`src/rtl/core/zgps_pkg.sv`:
```
`default_nettype none

package zgps_pkg;

  // Default build sizes
  localparam int MAX_ZONES_DEF  = 4;
  localparam int MAX_WIDTH_DEF  = 1024;
  localparam int PIXEL_BITS_DEF = 10;

  // Fixed field widths
  localparam int SUM_W    = 32;
  localparam int ZONE_W   = 2;   // reported zone row / column
  localparam int IDX_W    = 3;   // internal zone index, covers up to seven zones a side
  localparam int ROW_W    = 16;  // row counter, saturating
  localparam int ZPS_W    = 3;
  localparam int ZS_W     = 10;
  localparam int GAP_W    = 10;
  localparam int IMW_W    = 11;

  // Configuration channel
  localparam int CFG_IDX_W  = 8;
  localparam int CFG_DATA_W = 16;

  localparam logic [CFG_IDX_W-1:0] CFG_ZONES_PER_SIDE = 8'd0;
  localparam logic [CFG_IDX_W-1:0] CFG_ZONE_SIZE      = 8'd1;
  localparam logic [CFG_IDX_W-1:0] CFG_COLUMN_GAP     = 8'd2;
  localparam logic [CFG_IDX_W-1:0] CFG_IMAGE_WIDTH    = 8'd3;

  // Register reset values
  localparam logic [ZPS_W-1:0] ZPS_RST = 3'd4;
  localparam logic [ZS_W-1:0]  ZS_RST  = 10'd64;
  localparam logic [GAP_W-1:0] GAP_RST = 10'd0;
  localparam logic [IMW_W-1:0] IMW_RST = 11'd672;

  // Controller to datapath
  typedef struct packed {
    logic             in_ready;
    logic             rd_emit;    // read port addressed by the emit index
    logic             load_zone;  // load output register with a zone sum
    logic             load_full;  // load frame sum, clear accumulators
    logic [IDX_W-1:0] emit_row;
    logic [IDX_W-1:0] emit_col;
  } cmd_t;

  // Datapath to controller
  typedef struct packed {
    logic fend_fire;  // frame-end pixel transferred this cycle
    logic out_busy;   // output register holds a result not taken this cycle
  } sts_t;

  // Unsigned add clamped at all ones
  function automatic logic [SUM_W-1:0] sat_add(input logic [SUM_W-1:0] a,
                                               input logic [SUM_W-1:0] b);
    logic [SUM_W:0] s;
    s = {1'b0, a} + {1'b0, b};
    return s[SUM_W] ? {SUM_W{1'b1}} : s[SUM_W-1:0];
  endfunction

endpackage

`default_nettype wire

```
`src/rtl/core/zgps_if.sv`:
```
`default_nettype none

// Pixel stream
interface zgps_pixel_if #(
  parameter int PIXEL_BITS = zgps_pkg::PIXEL_BITS_DEF
) ();
  logic                  valid;
  logic                  ready;
  logic [PIXEL_BITS-1:0] pixel;
  logic                  frame_end;

  modport source (output valid, output pixel, output frame_end, input ready);
  modport sink   (input valid, input pixel, input frame_end, output ready);
endinterface

// Result stream
interface zgps_result_if ();
  import zgps_pkg::*;
  logic              valid;
  logic              ready;
  logic [ZONE_W-1:0] zone_row;
  logic [ZONE_W-1:0] zone_col;
  logic              is_full_frame;
  logic [SUM_W-1:0]  pixel_sum;
  logic              last;

  modport source (output valid, output zone_row, output zone_col, output is_full_frame,
                  output pixel_sum, output last, input ready);
  modport sink   (input valid, input zone_row, input zone_col, input is_full_frame,
                  input pixel_sum, input last, output ready);
endinterface

// Register write channel
interface zgps_cfg_if ();
  import zgps_pkg::*;
  logic                  valid;
  logic                  ready;
  logic [CFG_IDX_W-1:0]  index;
  logic [CFG_DATA_W-1:0] data;

  modport source (output valid, output index, output data, input ready);
  modport sink   (input valid, input index, input data, output ready);
endinterface

`default_nettype wire

```
`src/rtl/core/zgps_ctrl.sv`:
```
`default_nettype none

module zgps_ctrl (
  input  wire logic                       clk_i,
  input  wire logic                       rst_ni,
  input  wire logic [zgps_pkg::ZPS_W-1:0] n_eff_i,
  input  wire zgps_pkg::sts_t             sts_i,
  output zgps_pkg::cmd_t                  cmd_o
);
  import zgps_pkg::*;

  localparam logic [2:0] ST_RUN     = 3'd0;
  localparam logic [2:0] ST_FLUSH   = 3'd1;
  localparam logic [2:0] ST_EMIT_RD = 3'd2;
  localparam logic [2:0] ST_EMIT_LD = 3'd3;
  localparam logic [2:0] ST_FULL    = 3'd4;

  logic [2:0]       state_q, state_d;
  logic [IDX_W-1:0] ei_q, ei_d;
  logic [IDX_W-1:0] ej_q, ej_d;
  logic             col_last, row_last;

  assign col_last = ({1'b0, ej_q} + 4'd1) == {1'b0, n_eff_i};
  assign row_last = ({1'b0, ei_q} + 4'd1) == {1'b0, n_eff_i};

  // Sequencer: pixel run, pipeline flush, zone sweep, frame sum
  always_comb begin
    state_d         = state_q;
    ei_d            = ei_q;
    ej_d            = ej_q;
    cmd_o           = '0;
    cmd_o.emit_row  = ei_q;
    cmd_o.emit_col  = ej_q;
    unique case (state_q)
      ST_RUN: begin
        cmd_o.in_ready = 1'b1;
        if (sts_i.fend_fire) begin
          state_d = ST_FLUSH;
        end
      end
      ST_FLUSH: begin
        ei_d    = '0;
        ej_d    = '0;
        state_d = (n_eff_i == '0) ? ST_FULL : ST_EMIT_RD;
      end
      ST_EMIT_RD: begin
        if (!sts_i.out_busy) begin
          cmd_o.rd_emit = 1'b1;
          state_d       = ST_EMIT_LD;
        end
      end
      ST_EMIT_LD: begin
        cmd_o.load_zone = 1'b1;
        if (col_last) begin
          ej_d = '0;
          if (row_last) begin
            state_d = ST_FULL;
          end else begin
            ei_d    = ei_q + 1'b1;
            state_d = ST_EMIT_RD;
          end
        end else begin
          ej_d    = ej_q + 1'b1;
          state_d = ST_EMIT_RD;
        end
      end
      ST_FULL: begin
        if (!sts_i.out_busy) begin
          cmd_o.load_full = 1'b1;
          state_d         = ST_RUN;
        end
      end
      default: state_d = ST_RUN;
    endcase
  end

  always_ff @(posedge clk_i or negedge rst_ni) begin
    if (!rst_ni) begin
      state_q <= ST_RUN;
      ei_q    <= '0;
      ej_q    <= '0;
    end else begin
      state_q <= state_d;
      ei_q    <= ei_d;
      ej_q    <= ej_d;
    end
  end

endmodule

`default_nettype wire

```
`src/rtl/core/zgps_datapath.sv`:
```
`default_nettype none

module zgps_datapath #(
  parameter int MAX_ZONES  = zgps_pkg::MAX_ZONES_DEF,
  parameter int MAX_WIDTH  = zgps_pkg::MAX_WIDTH_DEF,
  parameter int PIXEL_BITS = zgps_pkg::PIXEL_BITS_DEF
) (
  input  wire logic                        clk_i,
  input  wire logic                        rst_ni,
  // pixel side
  input  wire logic                        in_valid_i,
  input  wire logic [PIXEL_BITS-1:0]       pixel_i,
  input  wire logic                        frame_end_i,
  // configuration
  input  wire logic [zgps_pkg::ZPS_W-1:0]  n_eff_i,
  input  wire logic [zgps_pkg::ZS_W-1:0]   zone_size_i,
  input  wire logic [zgps_pkg::GAP_W-1:0]  column_gap_i,
  input  wire logic [zgps_pkg::IMW_W-1:0]  image_width_i,
  // control
  input  wire zgps_pkg::cmd_t              cmd_i,
  output zgps_pkg::sts_t                   sts_o,
  // result side
  output logic                             res_valid_o,
  input  wire logic                        res_ready_i,
  output logic [zgps_pkg::ZONE_W-1:0]      zone_row_o,
  output logic [zgps_pkg::ZONE_W-1:0]      zone_col_o,
  output logic                             is_full_frame_o,
  output logic [zgps_pkg::SUM_W-1:0]       pixel_sum_o,
  output logic                             last_o
);
  import zgps_pkg::*;

  localparam int DEPTH = MAX_ZONES * MAX_ZONES;
  localparam int AW    = (DEPTH > 1) ? $clog2(DEPTH) : 1;
  localparam int CW    = $clog2(MAX_WIDTH);
  localparam int WCW   = ((CW + 1) > IMW_W) ? (CW + 1) : IMW_W;
  localparam int XCW   = ((CW > (IMW_W + IDX_W)) ? CW : (IMW_W + IDX_W)) + 1;
  localparam int YCW   = (((ZS_W + IDX_W) > ROW_W) ? (ZS_W + IDX_W) : ROW_W) + 1;

  logic                 in_fire;
  logic [CW-1:0]        x_q;
  logic [ROW_W-1:0]     y_q;
  logic [WCW-1:0]       weff;
  logic                 wrap;
  logic [SUM_W-1:0]     frame_acc_q;

  logic [IMW_W-1:0]     stride;
  logic [MAX_ZONES-1:0] col_hit, row_hit;
  logic [IDX_W-1:0]     hit_col, hit_row;
  logic                 hit;
  logic [XCW-1:0]       cstart;
  logic [YCW-1:0]       rstart;
  logic [AW-1:0]        k0, emit_addr, rd_addr;

  logic                 s1_v_q;
  logic [AW-1:0]        s1_k_q;
  logic [PIXEL_BITS-1:0] s1_pix_q;
  logic                 lw_v_q;
  logic [AW-1:0]        lw_k_q;
  logic [SUM_W-1:0]     lw_d_q;
  logic [SUM_W-1:0]     base, acc_new;

  logic [SUM_W-1:0]     mem_q [DEPTH];
  logic [DEPTH-1:0]     valid_q;
  logic [SUM_W-1:0]     rd_q;
  logic                 rdv_q;
  logic                 res_valid_q;

  assign in_fire = in_valid_i && cmd_i.in_ready;

  // Row wrap against the clamped width
  always_comb begin
    if (image_width_i == '0) begin
      weff = WCW'(1);
    end else if (WCW'(image_width_i) > WCW'(MAX_WIDTH)) begin
      weff = WCW'(MAX_WIDTH);
    end else begin
      weff = WCW'(image_width_i);
    end
  end
  assign wrap = (WCW'(x_q) + WCW'(1)) >= weff;

  // Position counters
  always_ff @(posedge clk_i or negedge rst_ni) begin
    if (!rst_ni) begin
      x_q <= '0;
      y_q <= '0;
    end else if (in_fire) begin
      if (frame_end_i) begin
        x_q <= '0;
        y_q <= '0;
      end else if (wrap) begin
        x_q <= '0;
        if (y_q != {ROW_W{1'b1}}) begin
          y_q <= y_q + 1'b1;
        end
      end else begin
        x_q <= x_q + 1'b1;
      end
    end
  end

  // Whole-frame sum
  always_ff @(posedge clk_i or negedge rst_ni) begin
    if (!rst_ni) begin
      frame_acc_q <= '0;
    end else if (cmd_i.load_full) begin
      frame_acc_q <= '0;
    end else if (in_fire) begin
      frame_acc_q <= sat_add(frame_acc_q, SUM_W'(pixel_i));
    end
  end

  // Zone windows: one compare pair per zone column and per zone row
  assign stride = {1'b0, zone_size_i} + {1'b0, column_gap_i};

  always_comb begin
    cstart = '0;
    rstart = '0;
    for (int j = 0; j < MAX_ZONES; j++) begin
      cstart     = XCW'(j * stride);
      col_hit[j] = (XCW'(x_q) >= cstart) && (XCW'(x_q) < (cstart + XCW'(zone_size_i)))
                   && (ZPS_W'(j) < n_eff_i);
      rstart     = YCW'(j * zone_size_i);
      row_hit[j] = (YCW'(y_q) >= rstart) && (YCW'(y_q) < (rstart + YCW'(zone_size_i)))
                   && (ZPS_W'(j) < n_eff_i);
    end
  end

  // Windows are disjoint, so at most one bit is set in each vector
  always_comb begin
    hit_col = '0;
    hit_row = '0;
    for (int j = 0; j < MAX_ZONES; j++) begin
      if (col_hit[j]) hit_col = IDX_W'(j);
      if (row_hit[j]) hit_row = IDX_W'(j);
    end
  end

  assign hit       = (|col_hit) && (|row_hit);
  assign k0        = AW'(32'(hit_row) * MAX_ZONES + 32'(hit_col));
  assign emit_addr = AW'(32'(cmd_i.emit_row) * MAX_ZONES + 32'(cmd_i.emit_col));
  assign rd_addr   = cmd_i.rd_emit ? emit_addr : k0;

  // Second stage: read-modify-write, forwarding the previous write
  always_comb begin
    if (lw_v_q && (lw_k_q == s1_k_q)) begin
      base = lw_d_q;
    end else if (rdv_q) begin
      base = rd_q;
    end else begin
      base = '0;
    end
  end
  assign acc_new = sat_add(base, SUM_W'(s1_pix_q));

  always_ff @(posedge clk_i or negedge rst_ni) begin
    if (!rst_ni) begin
      s1_v_q  <= 1'b0;
      lw_v_q  <= 1'b0;
      valid_q <= '0;
      rdv_q   <= 1'b0;
    end else begin
      s1_v_q <= in_fire && hit;
      lw_v_q <= s1_v_q;
      rdv_q  <= valid_q[rd_addr];
      if (cmd_i.load_full) begin
        valid_q <= '0;
      end else if (s1_v_q) begin
        valid_q[s1_k_q] <= 1'b1;
      end
    end
  end

  always_ff @(posedge clk_i) begin
    s1_k_q   <= k0;
    s1_pix_q <= pixel_i;
    lw_k_q   <= s1_k_q;
    lw_d_q   <= acc_new;
  end

  // Zone accumulator store
  always_ff @(posedge clk_i) begin
    if (s1_v_q) begin
      mem_q[s1_k_q] <= acc_new;
    end
    rd_q <= mem_q[rd_addr];
  end

  // Output register
  always_ff @(posedge clk_i or negedge rst_ni) begin
    if (!rst_ni) begin
      res_valid_q <= 1'b0;
    end else if (cmd_i.load_zone || cmd_i.load_full) begin
      res_valid_q <= 1'b1;
    end else if (res_ready_i) begin
      res_valid_q <= 1'b0;
    end
  end

  always_ff @(posedge clk_i) begin
    if (cmd_i.load_zone) begin
      zone_row_o      <= cmd_i.emit_row[ZONE_W-1:0];
      zone_col_o      <= cmd_i.emit_col[ZONE_W-1:0];
      is_full_frame_o <= 1'b0;
      pixel_sum_o     <= rdv_q ? rd_q : '0;
      last_o          <= 1'b0;
    end else if (cmd_i.load_full) begin
      zone_row_o      <= '0;
      zone_col_o      <= '0;
      is_full_frame_o <= 1'b1;
      pixel_sum_o     <= frame_acc_q;
      last_o          <= 1'b1;
    end
  end

  assign res_valid_o     = res_valid_q;
  assign sts_o.out_busy  = res_valid_q && !res_ready_i;
  assign sts_o.fend_fire = in_fire && frame_end_i;

endmodule

`default_nettype wire

```
`src/rtl/core/zone_grid_pixel_sum_top.sv`:
```
`default_nettype none

// Channel  Dir  Moves                                         Transfer
// pix_if   in   pixel, frame_end                              valid && ready
// res_if   out  zone_row, zone_col, is_full_frame, pixel_sum,  valid && ready
//               last
// cfg_if   in   index, data                                   valid && ready
//
// One pixel a cycle while a frame runs; the accumulator update is a two-stage
// read-modify-write on the zone store with forwarding of the previous write.
// A frame-end pixel holds the pixel input through the flush, the zone sweep and
// the frame-sum step: the zone sweep reads the store once per result through
// its single read port. A stalled sink stretches the sweep.
// Reset clears counters, sums and zone valid bits at once; no clearing pass.

module zone_grid_pixel_sum_top #(
  parameter int MAX_ZONES  = zgps_pkg::MAX_ZONES_DEF,
  parameter int MAX_WIDTH  = zgps_pkg::MAX_WIDTH_DEF,
  parameter int PIXEL_BITS = zgps_pkg::PIXEL_BITS_DEF
) (
  input  wire logic    clk_i,
  input  wire logic    rst_ni,
  zgps_pixel_if.sink   pix_if,
  zgps_result_if.source res_if,
  zgps_cfg_if.sink     cfg_if
);
  import zgps_pkg::*;

  logic [ZPS_W-1:0] zps_q;
  logic [ZS_W-1:0]  zs_q;
  logic [GAP_W-1:0] gap_q;
  logic [IMW_W-1:0] imw_q;
  logic [ZPS_W-1:0] n_eff;
  cmd_t             cmd;
  sts_t             sts;

  // Register file; writes beyond the list are dropped
  assign cfg_if.ready = 1'b1;

  always_ff @(posedge clk_i or negedge rst_ni) begin
    if (!rst_ni) begin
      zps_q <= ZPS_RST;
      zs_q  <= ZS_RST;
      gap_q <= GAP_RST;
      imw_q <= IMW_RST;
    end else if (cfg_if.valid) begin
      unique case (cfg_if.index)
        CFG_ZONES_PER_SIDE: zps_q <= cfg_if.data[ZPS_W-1:0];
        CFG_ZONE_SIZE:      zs_q  <= cfg_if.data[ZS_W-1:0];
        CFG_COLUMN_GAP:     gap_q <= cfg_if.data[GAP_W-1:0];
        CFG_IMAGE_WIDTH:    imw_q <= cfg_if.data[IMW_W-1:0];
        default: ;
      endcase
    end
  end

  // Grid size clamped to the built maximum
  assign n_eff = (zps_q > ZPS_W'(MAX_ZONES)) ? ZPS_W'(MAX_ZONES) : zps_q;

  zgps_ctrl u_ctrl (
    .clk_i   (clk_i),
    .rst_ni  (rst_ni),
    .n_eff_i (n_eff),
    .sts_i   (sts),
    .cmd_o   (cmd)
  );

  zgps_datapath #(
    .MAX_ZONES  (MAX_ZONES),
    .MAX_WIDTH  (MAX_WIDTH),
    .PIXEL_BITS (PIXEL_BITS)
  ) u_datapath (
    .clk_i           (clk_i),
    .rst_ni          (rst_ni),
    .in_valid_i      (pix_if.valid),
    .pixel_i         (pix_if.pixel),
    .frame_end_i     (pix_if.frame_end),
    .n_eff_i         (n_eff),
    .zone_size_i     (zs_q),
    .column_gap_i    (gap_q),
    .image_width_i   (imw_q),
    .cmd_i           (cmd),
    .sts_o           (sts),
    .res_valid_o     (res_if.valid),
    .res_ready_i     (res_if.ready),
    .zone_row_o      (res_if.zone_row),
    .zone_col_o      (res_if.zone_col),
    .is_full_frame_o (res_if.is_full_frame),
    .pixel_sum_o     (res_if.pixel_sum),
    .last_o          (res_if.last)
  );

  assign pix_if.ready = cmd.in_ready;

endmodule

`default_nettype wire
```
`src/flat_wrapper.sv`:
```
// flat-port wrapper written by rule: the top's interface ports become plain ports
module zone_grid_pixel_sum_top_flat import zgps_pkg::*;
#(
  parameter int MAX_ZONES  = zgps_pkg::MAX_ZONES_DEF,
  parameter int MAX_WIDTH  = zgps_pkg::MAX_WIDTH_DEF,
  parameter int PIXEL_BITS = zgps_pkg::PIXEL_BITS_DEF
)
  (clk_i, rst_ni, pix_if_valid, pix_if_pixel, pix_if_frame_end, pix_if_ready, res_if_valid, res_if_zone_row, res_if_zone_col, res_if_is_full_frame, res_if_pixel_sum, res_if_last, res_if_ready, cfg_if_valid, cfg_if_index, cfg_if_data, cfg_if_ready);
  zgps_pixel_if #(.PIXEL_BITS(PIXEL_BITS)) pix_if_i ();
  zgps_result_if res_if_i ();
  zgps_cfg_if cfg_if_i ();
  input  wire logic clk_i;
  input  wire logic rst_ni;
  input wire logic [$bits(pix_if_i.valid)-1:0] pix_if_valid;
  input wire logic [$bits(pix_if_i.pixel)-1:0] pix_if_pixel;
  input wire logic [$bits(pix_if_i.frame_end)-1:0] pix_if_frame_end;
  output wire logic [$bits(pix_if_i.ready)-1:0] pix_if_ready;
  output wire logic [$bits(res_if_i.valid)-1:0] res_if_valid;
  output wire logic [$bits(res_if_i.zone_row)-1:0] res_if_zone_row;
  output wire logic [$bits(res_if_i.zone_col)-1:0] res_if_zone_col;
  output wire logic [$bits(res_if_i.is_full_frame)-1:0] res_if_is_full_frame;
  output wire logic [$bits(res_if_i.pixel_sum)-1:0] res_if_pixel_sum;
  output wire logic [$bits(res_if_i.last)-1:0] res_if_last;
  input wire logic [$bits(res_if_i.ready)-1:0] res_if_ready;
  input wire logic [$bits(cfg_if_i.valid)-1:0] cfg_if_valid;
  input wire logic [$bits(cfg_if_i.index)-1:0] cfg_if_index;
  input wire logic [$bits(cfg_if_i.data)-1:0] cfg_if_data;
  output wire logic [$bits(cfg_if_i.ready)-1:0] cfg_if_ready;
  assign pix_if_i.valid = pix_if_valid;
  assign pix_if_i.pixel = pix_if_pixel;
  assign pix_if_i.frame_end = pix_if_frame_end;
  assign pix_if_ready = pix_if_i.ready;
  assign res_if_valid = res_if_i.valid;
  assign res_if_zone_row = res_if_i.zone_row;
  assign res_if_zone_col = res_if_i.zone_col;
  assign res_if_is_full_frame = res_if_i.is_full_frame;
  assign res_if_pixel_sum = res_if_i.pixel_sum;
  assign res_if_last = res_if_i.last;
  assign res_if_i.ready = res_if_ready;
  assign cfg_if_i.valid = cfg_if_valid;
  assign cfg_if_i.index = cfg_if_index;
  assign cfg_if_i.data = cfg_if_data;
  assign cfg_if_ready = cfg_if_i.ready;
  zone_grid_pixel_sum_top #(.MAX_ZONES(MAX_ZONES), .MAX_WIDTH(MAX_WIDTH), .PIXEL_BITS(PIXEL_BITS)) u_core (.clk_i(clk_i), .rst_ni(rst_ni), .pix_if(pix_if_i), .res_if(res_if_i), .cfg_if(cfg_if_i));
endmodule
```
`config.mk`:
```
export PLATFORM = sky130hd
export DESIGN_NAME = zone_grid_pixel_sum_top_flat
export DESIGN_NICKNAME = d
export VERILOG_FILES = /design/src/rtl/core/zgps_pkg.sv /design/src/rtl/core/zgps_if.sv /design/src/rtl/core/zgps_ctrl.sv /design/src/rtl/core/zgps_datapath.sv /design/src/rtl/core/zone_grid_pixel_sum_top.sv /design/src/flat_wrapper.sv
export SDC_FILE = /design/constraint.sdc
export NUM_CORES = 1
export LEC_CHECK = 0
export BUFFER_PORTS_ARGS = -buffer_cell sky130_fd_sc_hd__buf_2
export CORE_ASPECT_RATIO = 0.6
export CORE_MARGIN = 4
export CORE_UTILIZATION = 55
export CTS_CLUSTER_DIAMETER = 100
export CTS_CLUSTER_SIZE = 14
export DETAILED_ROUTE_END_ITERATION = 8
export PLACE_DENSITY = 0.81
export SLEW_MARGIN = 40
export SYNTH_ARGS = -nofsm -noshare
export SYNTH_HDL_FRONTEND = slang
export SYNTH_SLANG_ARGS = --single-unit
```
`constraint.sdc`:
```
create_clock -name clk_i -period 8.1 [get_ports clk_i]
set_clock_uncertainty 0.1 [all_clocks]
set_input_delay 1.62 -clock clk_i [delete_from_list [all_inputs] [get_ports clk_i]]
set_output_delay 1.62 -clock clk_i [all_outputs]
set_load 0.01 [all_outputs]
```
# Yosys cells after proc, flatten, opt, wreduce, memory -nomap -nowiden

Memory sizes are Yosys's and may differ from the RTL's. A register that Yosys moved wholly into a read port is not among the register bits.
Index checks and enable logic that the tools add are counted.

Output and inout port bits: 41
Input port bits: 40
Word-level logic and storage cells: 185
Memories kept: 1
Bits in writable memories: 512
Flip-flop bits (word level): 208

Memory list:

| memory                  | depth | width | read ports | clocked after Yosys merged registers in | write ports | RTL line            | RTL |
|---|---|---|---|---|---|---|---|
| u_core.u_datapath.mem_q | 16    | 32    | 1          | 1                                       | 1           | zgps_datapath.sv:63 | `logic [SUM_W-1:0] mem_q [DEPTH];` |

Multiply operators: 2
Reductions and logical operators: 45
Order comparisons: 26
Equal/unequal tests: 16
Mux-type cells: 53
Add/sub/neg operators: 18
Bitwise logic cells: 1

Operators with widths:

| cell                                                                                 | count |
|---|---|
| 32-bit 2-to-1 mux                                                                    | 8 |
| 16-bit 2-to-1 mux                                                                    | 5 |
| 32-bit by 10-bit adder with 33-bit output                                            | 2 |
| 3-bit 2-to-1 mux                                                                     | 12 |
| 12-bit by 10-bit adder with 13-bit output                                            | 2 |
| 11-bit by 10-bit adder with 12-bit output                                            | 2 |
| 1-bit logical AND                                                                    | 23 |
| 10-bit by 10-bit adder with 11-bit output                                            | 2 |
| 11-bit 2-to-1 mux                                                                    | 2 |
| 10-bit 2-to-1 mux                                                                    | 2 |
| 16-bit by 1-bit adder with 16-bit output, second input constant                      | 1 |
| 8-bit by 2-bit equality test with 1-bit output, second input constant                | 2 |
| 16-bit by 1-bit greater-or-equal comparator with 1-bit output, second input constant | 1 |
| 16-bit by 10-bit greater-or-equal comparator with 1-bit output                       | 1 |
| 16-bit by 11-bit greater-or-equal comparator with 1-bit output                       | 1 |
| 16-bit by 12-bit greater-or-equal comparator with 1-bit output                       | 1 |
| 16-bit by 10-bit less-than comparator with 1-bit output                              | 1 |
| 16-bit by 11-bit less-than comparator with 1-bit output                              | 1 |
| 16-bit by 12-bit less-than comparator with 1-bit output                              | 1 |
| 16-bit by 13-bit less-than comparator with 1-bit output                              | 1 |
| 16-bit != test, second input constant                                                | 1 |
| 16-bit OR                                                                            | 1 |
| 3-bit case mux with 5 select lines                                                   | 1 |
| 13-bit by 10-bit adder with 14-bit output                                            | 1 |
| 45 further kinds                                                                     | 86 |

# Longest topological paths before layout

Depth in word-level cells: 12
Mapped depth: 31
Gate-level depth less buffers: 28

# By module

Synthesis repeated with hierarchy kept, for this count alone.

Cells, all modules: 3432
Area, all modules: 38663.3 um^2

Modules (own cells, without submodules):

| module                  | area each (um^2) | sequential area each (um^2) | cells an instance | instances |
|---|---|---|---|---|
| zgps_datapath           | 36548.8          | 20069.2                     | 3289              | 1 |
| zone_grid_pixel_sum_top | 1490.2           | 857.1                       | 82                | 1 |
| zgps_ctrl               | 624.3            | 225.2                       | 61                | 1 |

# Worst setup path before layout

Ideal clock, no wire load.

Path type: register to register
Start: register u_core.zs_q[1]
End: register u_core.u_datapath.rd_q[14], read port of u_core.u_datapath.mem_q
Clock period less this slack: 6675 ps
Cell stages (with the launch flop): 31
Slack: 1425 ps
Buffers on the path: 3
Setup time: 127 ps
Required time: 7873 ps
Arrival time: 6448 ps
Cell sequence: dfrtp_1 -> inv_1 -> fa_1 -> inv_1 -> ha_1 -> inv_1 -> fa_1 -> nor2b_1 -> a221o_1 -> o21ai_0 -> o32a_1 -> o211ai_1 -> o21ai_0 -> o21ai_0 -> xnor2_1 -> ha_1 -> xnor2_1 -> ha_1 -> and3_1 -> o2111ai_1 -> a211oi_1 -> nor3_1 -> mux2i_1 -> a211oi_2 -> buf_4 -> buf_6 -> clkbuf_1 -> o21a_1 -> o211ai_1 -> o2111ai_1 -> or3_1

Longest elaborated chain between the ends: 10
Elaborated cells on any way between the ends: 41
Classes of those cells: 8 x add/sub; 2 x mul; 12 x order compare; 7 x mux; 12 x reduce/logical

RTL lines:

| element                                                                                           | RTL line                      | RTL |
|---|---|---|
| from (decl)                                                                                       | zone_grid_pixel_sum_top.sv:30 | `logic [ZS_W-1:0] zs_q;` |
| from (signal assigned)                                                                            | zone_grid_pixel_sum_top.sv:49 | `CFG_ZONE_SIZE: zs_q <= cfg_if.data[ZS_W-1:0];` |
| parallel branches: the longest is 8 deep, another holds 13-bit by 10-bit adder with 14-bit output | n/a                           |  |
| 4-bit by 3-bit adder with 4-bit output *                                                          | zgps_datapath.sv:141          | `assign k0 = AW'(32'(hit_row) * MAX_ZONES + 32'(hit_col));` |
| 4-bit 2-to-1 mux *                                                                                | zgps_datapath.sv:143          | `assign rd_addr = cmd_i.rd_emit ? emit_addr : k0;` |
| to (decl)                                                                                         | zgps_datapath.sv:65           | `logic [SUM_W-1:0] rd_q;` |

Mark *: on every way between the ends.
A chain may end at the register's enable or synchronous reset.

# Worst setup path after layout

Start: register u_core.zs_q[1]
End: register u_core.u_datapath.rd_q[3], read port of u_core.u_datapath.mem_q

Same word-level chain as after synthesis.

==> summary.txt <==
Logic synthesis
  – Area contributors post-synth: edfxtp_1 44%, dfrtp_1 7.8%, ha_1 6.9%
  – Top_reg_cell synth: edfxtp_1
  – EDFF count, synth: 548
  – Post-synth top area share: 44.01%
  – Post-Syn Area: 0.03739 mm^2
  – Post-Syn Nets: 3346
  – Post-synth ARST share: 16.09%
  – Sequential share of the synthesized area: 56.57%
  – Synthesized area per cell: 12.09 um^2
  – Synthesis warning total: 0
  – Area leader, netlist: edfxtp_1
  – Syn Inst Count: 3093
  – Number of distinct library cells after synthesis: 91
  – Post-synthesis register bit count: 752

Worst setup path
  – CP max-delay cell: dfrtp_1
  – Setup slack, reg-to-reg: 0.30 ns
  – CP most frequent cell: ha_1
  – Required @ worst endpoint: 8.50 ns
  – Worst Setup Path Type: register to register
  – Crit. End Element: register
  – Worst EP arrival: 8.20 ns
  – Critical Path Start Type: register
  – CP peak stage delay: 0.40 ns
  – Max FO, Critical Path: 35

Route
  – DR pass1 iterations: 6
  – Wire per inst: 24.53 um
  – Final ANT Viol Nets: 0
  – DRT Wirelength: 100800 um
  – Vias: 26350
  – Post-DR vias/cell: 6.414
  – Drt drc: 0
  – Drt initial violations: 3665

Floorplan
  – Die X-Extent: 344.6 um
  – FP Rows: 73
  – Starting density of the core: 56.00%
  – Chip Height: 210.0 um
  – Core area: 0.06677 mm^2
  – # IOs: 81
  – Area of the die: 0.07235 mm^2

Placed design
  – DP Wirelength: 65830 um
  – Placed cells: 3995
  – DP Area: 0.03915 mm^2
  – RePlAce Congestion: 0.9871
  – I/O Buffers: 74
  – Pre-CTS setup slack: 0.3511 ns

STA
  – Fin crit share: 96.30%
  – Clock period minus worst slack: 7.800 ns
  – Final-report hold violation count: 0
  – PnR worst setup slack: 0.3000 ns
  – Slew @ Worst Pin: 0.8743 ns
  – Final setup viols: 0
  – Slew margin rel.: 41.29%
  – Final Slew Violations: 0
  – Fmax achieved: 0.1282 GHz

Worst hold path
  – Worst hold path class: register to register

Layout
  – Area of the multi-input gates: 0.01530 mm^2
  – Fillers: 5005
  – Non-Filler Instances: 4108
  – Fraction of layout cells with a size suffix above 1: 10.44%
  – Nets: 3410
  – FF/Latch Area: 0.02115 mm^2
  – Area Overhead vs Synth: 9.507%
  – # diodes: 0
  – Cell area after layout: 0.04094 mm^2

Clock tree
  – Worst-Skew Late Latency: 0.65 ns
  – Clk slew on worst S/H paths: 0.08 ns
  – Clock tree sinks: 752
  – TritonCTS clock tree: built
  – Cts hold-fix bufs: 0
  – Clock buffer depth: 3
  – Number of CTS-inserted buffers: 59
  – H-tree depth: 2
  – Root Driver: clkbuf_16

Run status
  – Status: completed

GRT
  – First-pass GRT wire length: 151200 um
  – Vias in the first global route: 24514
  – Overflow after GRT: 0
  – Pin count of the biggest net entering global routing: 112
  – Initial antenna violation count: 1
  – GRT Total Usage: 27.43%

Pwr
  – Pleak: 15.46 nW
  – P per Cell Area: 365.9 mW/mm^2
  – VDD IR max: 0.0005334 V
  – Total power: 14.98 mW

Job
  – Max_cap viols: 0
## registers in the layout, summed over array words and instances (netlist names), 3 cells and up
| name | cells |
|---|---|
| u_core.imw_q | 11 |
| u_core.u_datapath.frame_acc_q | 32 |
| u_core.u_datapath.rd_q | 32 |
| u_core.u_datapath.y_q | 16 |
| u_core.u_datapath.s1_k_q | 4 |
| u_core.u_datapath.x_q | 10 |
| u_core.zps_q | 3 |
| u_core.u_ctrl.ei_q | 3 |
| u_core.zs_q | 10 |
| u_core.u_ctrl.ej_q | 3 |
| u_core.u_ctrl.state_q | 3 |
| u_core.u_datapath.mem_q | 512 |
| u_core.u_datapath.s1_pix_q | 10 |
| u_core.gap_q | 10 |
| u_core.u_datapath.valid_q | 16 |
| u_core.u_datapath.lw_k_q | 4 |
| u_core.u_datapath.lw_d_q | 32 |
| u_core.u_datapath.pixel_sum_o | 32 |
## Yosys cell counts (110+ instances only)
library cell and number:
edfxtp_1 548, nand2_1 221, ha_1 205, mux2i_1 175, nor2_1 162, a21oi_1 132, o21ai_0 123, o21a_1 121
dfrtp_1 116, o211ai_1 115, inv_1 110, nor3b_1 110
## cell families after synthesis
| group | Yosys count | share of synthesized area [%] |
|---|---|---|
| and+or+nand+nor | 751 | 10.23 |
| adders and majority gates | 219 | 7.459 |
| AOI/OAI and AO/OA | 783 | 14.27 |
| xor gates and xnor gates | 109 | 2.610 |
| buffers and inverters | 270 | 3.166 |
| DFF | 752 | 56.57 |
| muxes | 208 | 5.679 |
| other | 1 | 0.01003 |
## metal layers
| layer | track usage [%] | routed length (um) | share of wire [%] | up-vias |
|---|---|---|---|---|
| li1 | - | - | - | 11795 |
| met1 | 43.52 | 45470 | 45 | 12826 |
| met2 | 35.73 | 39020 | 39 | 1576 |
| met3 | 9.613 | 14180 | 14 | 149 |
| met4 | 5.968 | 2037 | 2.0 | 4 |
| met5 | 0.5859 | 69 | 0.068 | - |
## cell usage in the layout, fill, tap and decap left out, drive strengths merged, types with 8 or more instances in the layout
cell type and instances:
edfxtp 548, nand2 221, ha 205, mux2i 175, nor2 164, buf 160, a21oi 133, o21ai 125
o21a 121, dfrtp 116, o211ai 116, inv 115, nor3b 110, clkbuf 108, dfxtp 83, xnor2 79
o22ai 69, nand3 45, or3 41, a21o 38, o2111ai 37, nor3 37, mux2 33, xor2 29
nand2b 26, a211oi 26, a31oi 25, nor2b 23, and3 21, o21bai 20, nand4 15, and2 10
nor4 10, o31ai 10, or2 9, fa 8
## through the flow
step | setup TNS [ns] | utilization [%] | hold WS (ns)
final | 0 | 61.32 | 0.3330
after global placement | 0 | 58.57 | 0.3111
after global routing | -0.01323 | 61.32 | 0.3446
after floorplan | 0 | - | 0.2290
after CTS | 0 | 61.23 | 0.3318
after detailed placement | 0 | 58.63 | 0.3087
## power by group
| group | switching (mW) | leakage [nW] | internal, mW |
|---|---|---|---|
| clock network | 1.35 | 0.823 | 1.42 |
| logic | 4.37 | 7.33 | 2.45 |
| registers | 0.322 | 7.30 | 5.06 |
| total | 6.05 | 15.5 | 8.93 |
## path summary, 6_finish.rpt
path / endpoint / cells past startpoint / startpoint
worst min-delay path: u_core.u_datapath.lw_k_q[3] / 0 / u_core.u_datapath.s1_k_q[3]
worst max register to register: u_core.u_datapath.rd_q[3] / 29 / u_core.zs_q[1]
max in group asynchronous: u_core.zs_q[6] / 2 / rst_ni
min in group asynchronous: u_core.u_datapath.y_q[7] / 1 / rst_ni
worst min register to register: u_core.u_datapath.lw_k_q[3] / 0 / u_core.u_datapath.s1_k_q[3]
worst max-delay path: u_core.u_datapath.rd_q[3] / 29 / u_core.zs_q[1]
## critical path: cells and delay by family, from the launching register on
kind                       cells  cell delay, ns
buffers and inverters          4            0.94
DFF                            1            0.40
xor gates and xnor gates       3            0.91
AOI/OAI and AO/OA             12            2.54
muxes                          2            0.43
adders and majority gates      4            1.33
and+or+nand+nor                4            0.94
## layout make-up
cell class | count | share of cell area [%]
Tap cell | 900 | 2.750
Sequential cell | 752 | 51.66
Clock buffer | 108 | 4.055
Multi-Input combinational cell | 2071 | 37.37
Inverter | 113 | 1.036
Timing Repair Buffer | 160 | 2.934
Clock inverter | 4 | 0.1925
## timing repair
item | in CTS | in global routing
endpoints found under the setup margin | 0 | 22
gates resized for setup | 0 | 2
buffers inserted | 0 | 1
No activity file was read; power rests on OpenSTA's default activity.
